==> config.mk <==
export PLATFORM = sky130hd
export DESIGN_NAME = qte_sqrt_cell
export DESIGN_NICKNAME = d
export VERILOG_FILES = /design/src/design/qte_pkg.sv /design/src/design/qte_sqrt_cell.sv
export SDC_FILE = /design/constraint.sdc
export NUM_CORES = 1
export LEC_CHECK = 0
export ABC_AREA = 1
export BUFFER_PORTS_ARGS = -buffer_cell sky130_fd_sc_hd__buf_2
export CAP_MARGIN = 20
export CORE_MARGIN = 2
export CORE_UTILIZATION = 59
export CTS_BUF_LIST = sky130_fd_sc_hd__clkbuf_2 sky130_fd_sc_hd__clkbuf_4 sky130_fd_sc_hd__clkbuf_8
export DETAILED_ROUTE_END_ITERATION = 12
export PLACE_DENSITY = 0.88
export SLEW_MARGIN = 20
export SYNTH_ARGS = -nofsm -noshare
export SYNTH_HDL_FRONTEND = slang
export SYNTH_SLANG_ARGS = --single-unit
==> constraint.sdc <==
create_clock -name i_clk -period 4.5 [get_ports i_clk]
set_input_delay 0.9 -clock i_clk [delete_from_list [all_inputs] [get_ports i_clk]]
set_output_delay 0.9 -clock i_clk [all_outputs]
set_load 0.005 [all_outputs]
==> src/design/qte_pkg.sv <==
`default_nettype none
package qte_pkg;

    // angle accumulator: radians scaled by 2^30, room for a turn of pi plus the cordic sum
    localparam int ZW = 34;
    localparam int ACC_FRAC = 30;
    localparam int TAB_LEN = 32;
    // square root datapath: radicand up to 2^60, root up to 2^30
    localparam int SQ_W = 62;
    localparam int ROOT_W = 31;
    localparam int ROOT_STEPS = 31;
    // rounded angle width after dropping 17 bits
    localparam int QW = ZW - 17;

    localparam logic signed [ZW-1:0] PI_Q30 = 34'sd3373259426;
    localparam logic signed [QW-1:0] PI_Q13 = 17'sd25736;
    localparam logic signed [QW-1:0] HALF_PI_Q13 = 17'sd12868;

    function automatic logic [30:0] atan_entry(input int idx);
        logic [30:0] v;
        case (idx)
            0: v = 31'd843314857;
            1: v = 31'd497837829;
            2: v = 31'd263043837;
            3: v = 31'd133525159;
            4: v = 31'd67021687;
            5: v = 31'd33543516;
            6: v = 31'd16775851;
            7: v = 31'd8388437;
            8: v = 31'd4194283;
            9: v = 31'd2097149;
            default: begin
                if (idx >= 10 && idx < 31) begin
                    v = 31'd1 << (30 - idx);
                end else begin
                    v = 31'd0;
                end
            end
        endcase
        return v;
    endfunction

endpackage
`default_nettype wire

==> src/design/qte_sqrt_cell.sv <==
`default_nettype none
module qte_sqrt_cell
    import qte_pkg::*;
#(
    parameter int SHIFT = 0,
    parameter int PW = 8
) (
    input  wire logic              i_clk,
    input  wire logic              i_en,
    input  wire logic [SQ_W-1:0]   i_n,
    input  wire logic [SQ_W-1:0]   i_r,
    input  wire logic [PW-1:0]     i_pass,
    output logic      [SQ_W-1:0]   o_n,
    output logic      [SQ_W-1:0]   o_r,
    output logic      [PW-1:0]     o_pass
);

    logic [SQ_W-1:0] bitv;
    logic [SQ_W-1:0] trial;
    logic [SQ_W-1:0] n_n;
    logic [SQ_W-1:0] n_r;
    logic [SQ_W-1:0] r_n;
    logic [SQ_W-1:0] r_r;
    logic [PW-1:0]   r_pass;

    assign bitv  = {{(SQ_W-1){1'b0}}, 1'b1} << (2 * SHIFT);
    assign trial = i_r + bitv;

    always_comb begin
        if (i_n >= trial) begin
            n_n = i_n - trial;
            n_r = (i_r >> 1) + bitv;
        end else begin
            n_n = i_n;
            n_r = i_r >> 1;
        end
    end

    always_ff @(posedge i_clk) begin
        if (i_en) begin
            r_n    <= n_n;
            r_r    <= n_r;
            r_pass <= i_pass;
        end
    end

    assign o_n    = r_n;
    assign o_r    = r_r;
    assign o_pass = r_pass;

endmodule
`default_nettype wire

==> flow_summary.toml <==
[outcome]
outcome = "completed"

[layout]
antenna_cells = 0
drive_gt1_share_pct = 21.96
stdcell_count = 3147
syn2layout_area_growth_pct = 29.86
fin_util_pct = 77.81
final_cell_mix = "936 x nand2_1, 431 x inv_1, 275 x buf_4"
layout.area.seq_um2 = 3964
n_fill_cell = 1953
multiInputGateArea_um2 = 8235
final_common_cell = "nand2_1"
nNetsFinal = 3014

[clocking]
clkTransAtPathRegs_ps = 100
cts_buffer_depth = 2
cts_post_setup_buffers_inserted = 0
cts_sinks = 132
cts_tree = "built"
cts_hold_buffers = 0
htreeDepth = 4
cts_resized = 0
cts_buffers = 17
clockRootBuffer = "clkbuf_8"

[logic_synthesis]
synthesis.area_um2 = 14020
ys_seq_area_share_pct = 28.27
synth_top_family_by_area = "simple AND/OR/NAND/NOR gates"
postSynthAreaPerCell_um2 = 6.161
synth-seq-cells = 132
synth.yosys.warnings = 0
synthesis.nets = 2475
synthMuxAreaShare_pct = 0
synth-xor-area-share_pct = 9.057
synthAdderAreaFrac_pct = 5.853
ys_types = 36
synth-compound-area-share_pct = 3.810
async_reset_ff_share_pct = 0
synthSimpleGateAreaFrac_pct = 39.83
yosys_most_used_dff = "edfxtp_1"
syn_inst = 2276
synth-edff-count = 132

[floorplan]
die_w_um = 158.2
start_util_pct = 59.92
ios = 266
rows = 56
dieArea_um2 = 25020
core_area_um2 = 23400
die_h_um = 158.2

[critical_path]
startpoint = "i_r[1]"
start_kind = "primary input"
cp.arrival_ps = 4580
cp.required_ps = 4770
path_max_fanout = 23
crit_type = "primary input to flip-flop"
end_kind = "flip-flop"
setup.worst_path.end = "o_r[10]"

[pwr]
p_leak_uw = 0.01012
power.density_nw_per_um2 = 244.1
switching_share_pct = 39.57
finalPower_uw = 4445
p_clk_share_pct = 24.8
intPower_uw = 2686
ir_drop_mv = 0.1796
seqPwrFrac_pct = 36.2
net-switching-power_uw = 1759
pwr-share-comb_pct = 39.0

[global_routing]
grt.overflow.total = 0
grtUsageMet1_pct = 54.71
met2_usage_pct = 74.76
antenna_found_initial = 0
grt_busiest_layer = "met2"
met3_usage_pct = 9.526
gr-usage-all-layers_pct = 46.19
grt_pass1_wl_mm = 85.89
grt_max_degree = 69
grt_pass1_vias = 16115

[sta]
slew_headroom_pct = 30.79
worstMarginPinSlew_ps = 1034
min_period_ps = 4309
setup_violations = 0
slew_violations = 0
setup_tns_ps = 0
post-route-period-util_pct = 95.76
fmax_mhz = 232.1
finalHoldViolCount = 0

[hold_path]
hold_class = "primary input to flip-flop"
hp-start = "i_pass[1]"

[drt]
ant_nets = 0
drt_iter0_drc = 1989
routed_wl_mm = 58.35
dr.pass1.iters = 6
viasPerCell = 5.466
vias = 17203
drcViolationCount = 0
avgRoutedWirePerCell_um = 18.54

[job]
cap_violations = 0

[placed_design]
port_buffers = 265
gp_congestion = 1.180
dp_hpwl_mm = 48.33
place_inst = 3114
## metrics by stage
step	hold WS (ps)	worst slack, ps	instance area [µm²]
global placement	1077	-116.4	17770
global route	589.1	-4.376	18210
CTS	589.9	272.8	18160
floorplan	998.9	474.9	14020
detailed placement	1079	-202.7	17770
finish	589.9	191.0	18210
## power by group through the flow
stage / registers [µW] / logic, µW / clock network, µW
2_1_floorplan: 1650 / 867 / 0
3_3_place_gp: 1630 / 1620 / 0
3_5_place_dp: 1630 / 1660 / 0
4_1_cts: 1610 / 1670 / 1080
5_1_grt: 1620 / 1890 / 1120
6_report: 1610 / 1730 / 1100
## Yosys cell counts, types with 13 or more instances
cell	count	area, µm²
nand4_1	30	187.7
edfxtp_1	132	3964
inv_1	431	1618
nor2_1	174	653.1
nor3_1	45	225.2
nand3_1	123	615.6
o21ai_0	60	300.3
xor2_1	141	1235
nand2_1	937	3517
a21oi_1	38	190.2
buf_4	13	97.59
ha_1	64	800.8
## layout make-up
type                    count  area share, %
multi-input cells        1675          45.23
flip-flops and latches    132          21.77
repair buffers            548          19.61
inverters                 441          9.091
well taps                 319          2.192
clock buffers              18          1.326
clock inverters            14         0.7833
## cell families (layout without fill, tap and decap cells)
logic type / Yosys count / count (layout)
xor+xnor: 145 / 145
compound gates: 105 / 105
simple gates: 1360 / 1360
buf+inv: 469 / 1021
fa+ha+maj: 65 / 65
flops: 132 / 132
## flip-flops by register name, summed over array words and instances (netlist names)
name / cells
o_n: 62
o_r: 62
o_pass: 8
## worst max-delay path, stage by stage
cell and delay, ps:
buf_2 150, ha_1 190, nand2_1 90, nor2_1 140, buf_4 160, nand2_1 80
nor2_2 110, nand2_1 110, nor3_2 260, buf_4 170, xor2_1 310, ha_1 340
nand2_1 140, nor2_2 80, inv_2 50, nor2_2 30, nand2_1 160, nor2_1 70
nand2_1 70, nand3_2 100, nor2_4 150, nand2_8 90, buf_4 190, buf_12 160
o21ai_0 250
## worst min-delay path by stage
stage	to	cells after the start
floorplan	o_pass[0]	0
global placement	o_pass[0]	1
detailed placement	o_pass[1]	1
CTS	o_pass[1]	1
global route	o_pass[0]	1
finish	o_pass[1]	1
## metal layers
layer  wire, µm  vias to the layer above
li1           -                     8076
met1      20960                     7627
met2      25540                     1219
met3       6828                      281
met4       5024                        0
met5          0                        -
No activity file was read; power rests on OpenSTA's default activity.
